===== src/sv/owsrch_pkg.sv =====
`timescale 1ns / 1ps
// ---------------------------------------------------------------------------
// owsrch_pkg
// Shared types and constants for the 1-Wire search ROM engine.
// ---------------------------------------------------------------------------
package owsrch_pkg;

  // ROM number width and width of the bit position counter
  localparam int RomWidth = 64;
  localparam int PosWidth = 7;

  // Input command codes
  typedef enum logic [1:0] {
    CMD_START   = 2'd0,
    CMD_BIT     = 2'd1,
    CMD_RESTART = 2'd2,
    CMD_FAMILY  = 2'd3
  } cmd_t;

  // Result status codes
  typedef enum logic [2:0] {
    ST_WRITE_DIR   = 3'd0,
    ST_FOUND       = 3'd1,
    ST_NOT_FOUND   = 3'd2,
    ST_STARTED     = 3'd3,
    ST_ACK         = 3'd4,
    ST_BIT_OUTSIDE = 3'd5
  } status_t;

  // Search state held between items
  typedef struct packed {
    logic [RomWidth-1:0] rom_bits;
    logic [PosWidth-1:0] last_discrepancy;
    logic                last_device_flag;
    logic [PosWidth-1:0] bit_position;
    logic [PosWidth-1:0] last_zero_position;
    logic                searching;
  } search_state_t;

endpackage


===== src/sv/owsrch_req_if.sv =====
`timescale 1ns / 1ps
// ---------------------------------------------------------------------------
// owsrch_req_if
// Request channel of the search engine: one command item per transfer.
// ---------------------------------------------------------------------------
interface owsrch_req_if;
  logic       valid;
  logic       ready;
  logic [1:0] cmd;
  logic       presence;
  logic       id_bit;
  logic       comp_bit;
  logic [7:0] family_byte;

  modport source (output valid, cmd, presence, id_bit, comp_bit, family_byte,
                  input ready);
  modport sink (input valid, cmd, presence, id_bit, comp_bit, family_byte,
                output ready);
endinterface


===== src/sv/owsrch_rsp_if.sv =====
`timescale 1ns / 1ps
// ---------------------------------------------------------------------------
// owsrch_rsp_if
// Response channel of the search engine: one result item per transfer.
// ---------------------------------------------------------------------------
interface owsrch_rsp_if;
  logic        valid;
  logic        ready;
  logic [2:0]  status;
  logic        direction;
  logic [63:0] rom_code;
  logic        last_device;

  modport source (output valid, status, direction, rom_code, last_device,
                  input ready);
  modport sink (input valid, status, direction, rom_code, last_device,
                output ready);
endinterface


===== src/sv/onewire_rom_search_engine.sv =====
`timescale 1ns / 1ps
// ---------------------------------------------------------------------------
// onewire_rom_search_engine
// Search ROM engine: picks the write direction for each observed bit pair
// and assembles the 64-bit ROM number over successive search passes.
// ---------------------------------------------------------------------------
// Usage:
//   req carries one command per transfer: start (with the presence bit of
//   the bus reset), an observed id/complement bit pair, restart, or a target
//   family preset. rsp returns exactly one result per request: the status,
//   the direction bit to write on the bus, the ROM number when a pass ends,
//   and the last-device flag.
//   A transferred request has its result in the output register in the
//   cycle after the transfer. Throughput is one request per cycle while rsp
//   is not stalled; the search state update and the result are formed in a
//   single pass of logic between the request port and the result register.
//   While rsp is stalled with a result held, req.ready drops; it rises in
//   the same cycle the held result is transferred.
//   Reset clears the ROM number and discrepancy counters, sets the bit
//   position to one, closes any pass and empties the output register.
// ---------------------------------------------------------------------------
module onewire_rom_search_engine (
  input  logic                clk,
  input  logic                rst,
  owsrch_req_if.sink          req,
  owsrch_rsp_if.source        rsp
);

  localparam int RomWidth = owsrch_pkg::RomWidth;
  localparam int PosWidth = owsrch_pkg::PosWidth;
  localparam int ShWidth  = $clog2(RomWidth);

  owsrch_pkg::search_state_t st;
  owsrch_pkg::search_state_t st_next;

  logic                 rsp_valid;
  owsrch_pkg::status_t  rsp_status;
  logic                 rsp_direction;
  logic [RomWidth-1:0]  rsp_rom_code;
  logic                 rsp_last_device;

  owsrch_pkg::status_t  status_next;
  logic                 dir_next;
  logic [RomWidth-1:0]  rom_out_next;

  owsrch_pkg::cmd_t     cmd;
  logic                 req_fire;
  logic [PosWidth-1:0]  pos;
  logic [ShWidth-1:0]   sh;

  // Accept a request whenever the output register is free or being drained
  assign req.ready = !rsp_valid || rsp.ready;
  assign req_fire  = req.valid && req.ready;
  assign cmd       = owsrch_pkg::cmd_t'(req.cmd);
  assign pos       = st.bit_position;
  assign sh        = pos[ShWidth-1:0] - ShWidth'(1);

  // Next search state and result for the request at the port
  always_comb begin
    st_next      = st;
    status_next  = owsrch_pkg::ST_ACK;
    dir_next     = 1'b0;
    rom_out_next = '0;
    case (cmd)
      owsrch_pkg::CMD_START: begin
        st_next.bit_position       = PosWidth'(1);
        st_next.last_zero_position = '0;
        if (st.last_device_flag || !req.presence) begin
          // no pass opens: clear counters and report end
          st_next.searching        = 1'b0;
          st_next.last_discrepancy = '0;
          st_next.last_device_flag = 1'b0;
          status_next              = owsrch_pkg::ST_NOT_FOUND;
          rom_out_next             = st.rom_bits;
        end else begin
          st_next.searching = 1'b1;
          status_next       = owsrch_pkg::ST_STARTED;
        end
      end
      owsrch_pkg::CMD_BIT: begin
        if (!st.searching) begin
          status_next = owsrch_pkg::ST_BIT_OUTSIDE;
        end else if (req.id_bit && req.comp_bit) begin
          // no device answered: drop the pass
          st_next.searching          = 1'b0;
          st_next.bit_position       = PosWidth'(1);
          st_next.last_zero_position = '0;
          st_next.last_discrepancy   = '0;
          st_next.last_device_flag   = 1'b0;
          status_next                = owsrch_pkg::ST_NOT_FOUND;
          rom_out_next               = st.rom_bits;
        end else begin
          // pick the direction: forced bit, or discrepancy rule
          if (req.id_bit != req.comp_bit) begin
            dir_next = req.id_bit;
          end else if (pos < st.last_discrepancy) begin
            dir_next = st.rom_bits[sh];
          end else begin
            dir_next = (pos == st.last_discrepancy);
          end
          if (req.id_bit == req.comp_bit && !dir_next) begin
            st_next.last_zero_position = pos;
          end
          st_next.rom_bits[sh] = dir_next;

          if (pos >= PosWidth'(RomWidth)) begin
            // last bit: close the pass and report the ROM number
            st_next.last_discrepancy = st_next.last_zero_position;
            if (st_next.last_zero_position == '0) begin
              st_next.last_device_flag = 1'b1;
            end
            if (st_next.rom_bits[7:0] == 8'd0) begin
              st_next.last_discrepancy = '0;
              st_next.last_device_flag = 1'b0;
              status_next              = owsrch_pkg::ST_NOT_FOUND;
            end else begin
              status_next = owsrch_pkg::ST_FOUND;
            end
            rom_out_next               = st_next.rom_bits;
            st_next.searching          = 1'b0;
            st_next.bit_position       = PosWidth'(1);
            st_next.last_zero_position = '0;
          end else begin
            st_next.bit_position = pos + PosWidth'(1);
            status_next          = owsrch_pkg::ST_WRITE_DIR;
          end
        end
      end
      owsrch_pkg::CMD_RESTART: begin
        st_next.rom_bits           = '0;
        st_next.last_discrepancy   = '0;
        st_next.last_device_flag   = 1'b0;
        st_next.searching          = 1'b0;
        st_next.bit_position       = PosWidth'(1);
        st_next.last_zero_position = '0;
      end
      owsrch_pkg::CMD_FAMILY: begin
        st_next.rom_bits           = {{(RomWidth-8){1'b0}}, req.family_byte};
        st_next.last_discrepancy   = PosWidth'(RomWidth);
        st_next.last_device_flag   = 1'b0;
        st_next.searching          = 1'b0;
        st_next.bit_position       = PosWidth'(1);
        st_next.last_zero_position = '0;
      end
      default: begin
        st_next = st;
      end
    endcase
  end

  // Search state register: advance on each request transfer
  always_ff @(posedge clk) begin
    if (rst) begin
      st.rom_bits           <= '0;
      st.last_discrepancy   <= '0;
      st.last_device_flag   <= 1'b0;
      st.bit_position       <= PosWidth'(1);
      st.last_zero_position <= '0;
      st.searching          <= 1'b0;
    end else if (req_fire) begin
      st <= st_next;
    end
  end

  // Output register valid: load on request, drop on response transfer
  always_ff @(posedge clk) begin
    if (rst) begin
      rsp_valid <= 1'b0;
    end else if (req_fire) begin
      rsp_valid <= 1'b1;
    end else if (rsp.ready) begin
      rsp_valid <= 1'b0;
    end
  end

  // Output register payload
  always_ff @(posedge clk) begin
    if (req_fire) begin
      rsp_status      <= status_next;
      rsp_direction   <= dir_next;
      rsp_rom_code    <= rom_out_next;
      rsp_last_device <= st_next.last_device_flag;
    end
  end

  assign rsp.valid       = rsp_valid;
  assign rsp.status      = rsp_status;
  assign rsp.direction   = rsp_direction;
  assign rsp.rom_code    = rsp_rom_code;
  assign rsp.last_device = rsp_last_device;

`ifndef ASSERT_OFF
  // a start without presence never opens a pass
  a_start_no_presence: assert property (@(posedge clk) disable iff (rst)
    req_fire && cmd == owsrch_pkg::CMD_START && !req.presence
    |=> !st.searching && rsp.valid && rsp.status == owsrch_pkg::ST_NOT_FOUND)
    else $error("start without presence opened a pass");

  // outside a pass the bit counter rests at one
  a_idle_position: assert property (@(posedge clk) disable iff (rst)
    !st.searching |-> st.bit_position == PosWidth'(1))
    else $error("bit position not at one outside a pass");

  // a held result blocks new requests
  a_hold_blocks: assert property (@(posedge clk) disable iff (rst)
    rsp.valid && !rsp.ready |-> !req.ready)
    else $error("request taken while result held");

  // each request transfer yields a result in the next cycle
  a_result_follows: assert property (@(posedge clk) disable iff (rst)
    req_fire |=> rsp.valid)
    else $error("result missing after request transfer");
`endif

endmodule

===== src/flat_wrapper.sv =====
// flat-port wrapper written by rule: the top's interface ports become plain ports
module onewire_rom_search_engine_flat 
  (clk, rst, req_valid, req_cmd, req_presence, req_id_bit, req_comp_bit, req_family_byte, req_ready, rsp_valid, rsp_status, rsp_direction, rsp_rom_code, rsp_last_device, rsp_ready);
  owsrch_req_if req_i ();
  owsrch_rsp_if rsp_i ();
  input  logic clk;
  input  logic rst;
  input wire logic [$bits(req_i.valid)-1:0] req_valid;
  input wire logic [$bits(req_i.cmd)-1:0] req_cmd;
  input wire logic [$bits(req_i.presence)-1:0] req_presence;
  input wire logic [$bits(req_i.id_bit)-1:0] req_id_bit;
  input wire logic [$bits(req_i.comp_bit)-1:0] req_comp_bit;
  input wire logic [$bits(req_i.family_byte)-1:0] req_family_byte;
  output wire logic [$bits(req_i.ready)-1:0] req_ready;
  output wire logic [$bits(rsp_i.valid)-1:0] rsp_valid;
  output wire logic [$bits(rsp_i.status)-1:0] rsp_status;
  output wire logic [$bits(rsp_i.direction)-1:0] rsp_direction;
  output wire logic [$bits(rsp_i.rom_code)-1:0] rsp_rom_code;
  output wire logic [$bits(rsp_i.last_device)-1:0] rsp_last_device;
  input wire logic [$bits(rsp_i.ready)-1:0] rsp_ready;
  assign req_i.valid = req_valid;
  assign req_i.cmd = req_cmd;
  assign req_i.presence = req_presence;
  assign req_i.id_bit = req_id_bit;
  assign req_i.comp_bit = req_comp_bit;
  assign req_i.family_byte = req_family_byte;
  assign req_ready = req_i.ready;
  assign rsp_valid = rsp_i.valid;
  assign rsp_status = rsp_i.status;
  assign rsp_direction = rsp_i.direction;
  assign rsp_rom_code = rsp_i.rom_code;
  assign rsp_last_device = rsp_i.last_device;
  assign rsp_i.ready = rsp_ready;
  onewire_rom_search_engine u_core (.clk(clk), .rst(rst), .req(req_i), .rsp(rsp_i));
endmodule

===== config.mk =====
export PLATFORM = sky130hd
export DESIGN_NAME = onewire_rom_search_engine_flat
export DESIGN_NICKNAME = d
export VERILOG_FILES = /design/src/sv/owsrch_pkg.sv /design/src/sv/owsrch_req_if.sv /design/src/sv/owsrch_rsp_if.sv /design/src/sv/onewire_rom_search_engine.sv /design/src/flat_wrapper.sv
export SDC_FILE = /design/constraint.sdc
export NUM_CORES = 1
export LEC_CHECK = 0
export BUFFER_PORTS_ARGS = -buffer_cell sky130_fd_sc_hd__buf_2
export CAP_MARGIN = 0
export CORE_ASPECT_RATIO = 0.8
export CORE_MARGIN = 3
export CORE_UTILIZATION = 50
export CTS_CLUSTER_SIZE = 24
export DETAILED_ROUTE_END_ITERATION = 8
export PLACE_DENSITY = 0.7
export RECOVER_POWER = 25
export SETUP_SLACK_MARGIN = 0.02
export SYNTH_ARGS = -nofsm -noshare
export SYNTH_HDL_FRONTEND = slang
export SYNTH_SLANG_ARGS = --single-unit

===== constraint.sdc =====
create_clock -name clk -period 5.9 [get_ports clk]
set_input_delay 0.59 -clock clk [delete_from_list [all_inputs] [get_ports clk]]
set_output_delay 0.59 -clock clk [all_outputs]
set_load 0.03 [all_outputs]

==> flow_summary.html <==
<table>
<tr><th>Metric</th><th>Value</th></tr>
<tr><th colspan="2">Run status</th></tr>
<tr><td>Run status</td><td>complete, but fails checks</td></tr>
<tr><td>Violated checks</td><td>max-capacitance violations, max-slew violations</td></tr>
<tr><th colspan="2">STA</th></tr>
<tr><td>Max frequency</td><td>219.5 MHz</td></tr>
<tr><td>Number of failing setup endpoints in the final timing report</td><td>0</td></tr>
<tr><td>Hold Vio Cnt, Final</td><td>0</td></tr>
<tr><td>Setup Skew</td><td>11.28 ps</td></tr>
<tr><td>Worst Tran Pin Value</td><td>2260 ps</td></tr>
<tr><td>Post-route clock period utilization</td><td>0.7722</td></tr>
<tr><td>Max-slew violation count</td><td>85</td></tr>
<tr><td>Setup TNS Final</td><td>0 ps</td></tr>
<tr><td>Unrepaired setup endpoints after global routing</td><td>no</td></tr>
<tr><td>Worst slew margin relative to its limit</td><td>-0.5064</td></tr>
<tr><td>Post-layout minimum cycle time</td><td>4556 ps</td></tr>
<tr><th colspan="2">Global routing</th></tr>
<tr><td>Largest net degree at the start of global routing</td><td>76</td></tr>
<tr><td>Antenna violations before repair</td><td>0</td></tr>
<tr><td>Total overflow reported by the global router</td><td>0</td></tr>
<tr><td>Via count of the first global-routing pass</td><td>7,876</td></tr>
<tr><td>GRT Util Overall</td><td>0.2679</td></tr>
<tr><td>Wire length of the first global-routing pass</td><td>42.30 mm</td></tr>
<tr><th colspan="2">Final layout</th></tr>
<tr><td>Final core occ</td><td>0.5752</td></tr>
<tr><td>Footprint of the flip-flops and latches</td><td>0.003834 mm²</td></tr>
<tr><td>Final-stage net count</td><td>1,114</td></tr>
<tr><td>Fraction of final layout cells with drive strength greater than 1</td><td>0.07643</td></tr>
<tr><td>Area Growth Syn to Fin</td><td>9.793%</td></tr>
<tr><td>Number of fillers in the final layout</td><td>1,563</td></tr>
<tr><td>Ant diodes</td><td>0</td></tr>
<tr><td>Area taken by multi-input logic gates</td><td>0.004559 mm²</td></tr>
<tr><th colspan="2">Yosys</th></tr>
<tr><td>Instance count of the mapped netlist</td><td>1,053</td></tr>
<tr><td>Cell types with the largest area share after synthesis</td><td>edfxtp_1, dfxtp_1, o21ai_0</td></tr>
<tr><td>Share of the synthesized area in the top cell type</td><td>0.2330</td></tr>
<tr><td>Number of distinct standard cells referenced by the synthesized netlist</td><td>67</td></tr>
<tr><td>Share of synthesized area occupied by flip-flops and latches</td><td>0.4311</td></tr>
<tr><td>Most frequent cells after synthesis</td><td>nor2_1, o21ai_0, nand2_1</td></tr>
<tr><td>Share of synthesized registers carrying an async set or reset</td><td>0</td></tr>
<tr><td>Cell taking the most area after synthesis</td><td>edfxtp_1</td></tr>
<tr><td>Area of the mapped netlist</td><td>0.008892 mm²</td></tr>
<tr><td>Count of flip-flops with a built-in enable after synthesis</td><td>69</td></tr>
<tr><td>Cell with the most instances after synthesis</td><td>nor2_1</td></tr>
<tr><td>Avg Synthesized Cell Area</td><td>8.445 µm²</td></tr>
<tr><td>Yosys warning count</td><td>0</td></tr>
<tr><td>Most used flip-flop cell after synthesis</td><td>dfxtp_1</td></tr>
<tr><td>Yosys reg bits</td><td>157</td></tr>
<tr><td>Net count of the mapped netlist</td><td>1,081</td></tr>
<tr><th colspan="2">CTS</th></tr>
<tr><td>Source-to-sink clock delay at the later pin of the worst-skew pair</td><td>430 ps</td></tr>
<tr><td>Number of buffers added by the clock tree synthesis step</td><td>17</td></tr>
<tr><td>Hold bufs inserted after CTS</td><td>0</td></tr>
<tr><td>Buffer cell driving the clock tree root</td><td>clkbuf_16</td></tr>
<tr><td>Num Clock Sinks</td><td>157</td></tr>
<tr><td>Buffer depth of the longest clock path</td><td>2</td></tr>
<tr><td>Resized Gates After CTS</td><td>0</td></tr>
<tr><td>Clock edge transition at the registers on the reported setup and hold paths</td><td>70 ps</td></tr>
<tr><td>H-tree Lvls</td><td>4</td></tr>
<tr><td>Number of setup buffers added after CTS</td><td>0</td></tr>
<tr><td>Clock tree from TritonCTS</td><td>built</td></tr>
<tr><th colspan="2">Drt</th></tr>
<tr><td>DRC violations left</td><td>0</td></tr>
<tr><td>Wire length reported by the detailed router</td><td>26.37 mm</td></tr>
<tr><td>Average vias per placed instance</td><td>6.440</td></tr>
<tr><td>Antenna viol nets, final</td><td>0</td></tr>
<tr><td>Number of DRC markers after the initial detailed-route iteration</td><td>960</td></tr>
<tr><td>Via count</td><td>8,495</td></tr>
<tr><td>DR pass1 iterations</td><td>5</td></tr>
<tr><td>Average wire per standard cell</td><td>19.99 µm</td></tr>
<tr><th colspan="2">Run</th></tr>
<tr><td>Number of maximum-capacitance violations</td><td>2</td></tr>
<tr><th colspan="2">Pwr</th></tr>
<tr><td>Static leakage</td><td>0.003243 µW</td></tr>
<tr><td>Power after layout</td><td>2442 µW</td></tr>
<tr><td>Maximum resistive drop on vdd</td><td>0.1646 mV</td></tr>
<tr><td>Power density over the cells</td><td>250.1 mW/mm²</td></tr>
<tr><th colspan="2">Floorplanning</th></tr>
<tr><td>Core footprint</td><td>0.01697 mm²</td></tr>
<tr><td>Number of primary I/O pins</td><td>88</td></tr>
<tr><td>Die ar.</td><td>0.01943 mm²</td></tr>
<tr><td>Die span in x</td><td>155.1 µm</td></tr>
<tr><td>Total number of placement rows</td><td>42</td></tr>
<tr><td>Initial core utilization</td><td>0.5239</td></tr>
<tr><td>DIE HEIGHT</td><td>125.3 µm</td></tr>
<tr><th colspan="2">Place</th></tr>
<tr><td>PortBufs</td><td>87</td></tr>
<tr><td>Placed wire-length estimate after detailed placement</td><td>16.49 mm</td></tr>
<tr><td>Weighted congestion reported at the end of routability-driven placement</td><td>0.9333</td></tr>
<tr><th colspan="2">Hold path</th></tr>
<tr><td>Worst hold path type</td><td>input port to register</td></tr>
<tr><th colspan="2">Setup path</th></tr>
<tr><td>Worst Path Max Fanout</td><td>57</td></tr>
<tr><td>Crit. End Element</td><td>register</td></tr>
<tr><td>Critical Path RT</td><td>6040 ps</td></tr>
<tr><td>Worst path arrival time</td><td>4700 ps</td></tr>
<tr><td>Class of the most critical setup path</td><td>register to register</td></tr>
<tr><td>Startpoint Class</td><td>register</td></tr>
</table>
## metrics by stage
step	setup slack [ps]	std cells	cell area (µm²)	hold WS, ps
floorplan	1825	1053	8892	425.0
detailed placement	1389	1287	9306	448.7
global route	987.1	1319	9763	403.8
finish	1344	1319	9763	394.2
CTS	1392	1319	9857	387.2
global placement	1528	1287	9306	437.8
## cells by family after synthesis
family	Yosys count	share of synthesized area
compound gates	360	0.2596
xor+xnor	2	0.006192
fa+ha+maj	11	0.01548
buf+inv	113	0.06093
flops	157	0.4311
mux	27	0.03883
simple gates	383	0.1878
## layout make-up
cell class,instances,share of cell area
clock buffer,18,0.04498
clock inverter,14,0.01141
inverter,26,0.009996
multi-input combinational,783,0.4670
sequential,157,0.3927
tap,220,0.02819
timing repair buffer,101,0.04575
## report_power, final
group          internal [µW]  switching [µW]  total, µW
clock network            556             479       1040
logic                   54.4             183        238
registers               1160            10.4       1170
total                   1770             673       2440
## registers in the layout, indices dropped and copies added, names as in the netlist
| signal | flops |
|---|---|
| u_core.pos | 7 |
| u_core.rsp.direction | 1 |
| u_core.st | 80 |
| u_core.rsp.status | 3 |
| u_core.rsp.last_device | 1 |
| u_core.rsp.rom_code | 64 |
| u_core.rsp.valid | 1 |
## worst max-delay path, cell delays in order, from the launching register on
cell and delay (ps):
dfxtp_1 590, inv_1 120, ha_1 660, buf_4 290, mux2i_1 200, o21ai_0 90, a2111o_1 470, a2111oi_4 550
a21oi_2 330, o21bai_4 180, buf_4 530, o31ai_1 180
## path summary, 6_finish.rpt
check                     start                      end  slack [ps]  depth (start not counted)
setup / recovery  u_core.pos[1]  u_core.rsp.rom_code[57]        1340                         11
hold / removal        req_valid         u_core.rsp.valid         390                          3
setup reg to reg  u_core.pos[1]  u_core.rsp.rom_code[57]        1340                         11
hold reg to reg   u_core.st[18]            u_core.st[18]         450                          2
## routing by layer
layer,vias up,global-route usage,share of wire
met4,0,0.1070,0.028
li1,3951,-,-
met2,424,0.4061,0.45
met5,-,0,0
met3,66,0.05527,0.076
met1,4054,0.3762,0.44
## placed cells by master (no fill, tap or decap), types with 3 or more instances in the layout
cell type  count
and2_1         4
mux4_2         6
or3_1          6
clkbuf_1      73
clkinv_2       3
nor3_1        29
o21ai_1        5
mux2i_1       21
nand2_1      108
clkbuf_16     17
inv_6          3
o21ai_0      140
a22oi_1       57
nor2_1       164
clkinv_4       5
edfxtp_1      69
o31ai_1       65
nand3_1       27
nor4_1         4
o22ai_1       17
buf_4         13
ha_1          11
nor3b_1        4
and3_1        11
dfxtp_1       88
buf_2         15
a31oi_1       10
inv_1         24
nor2b_1        7
nand2b_1       7
a21o_1         3
a21oi_1       27
a211oi_1       6
Power figures use the tool's default switching activity.
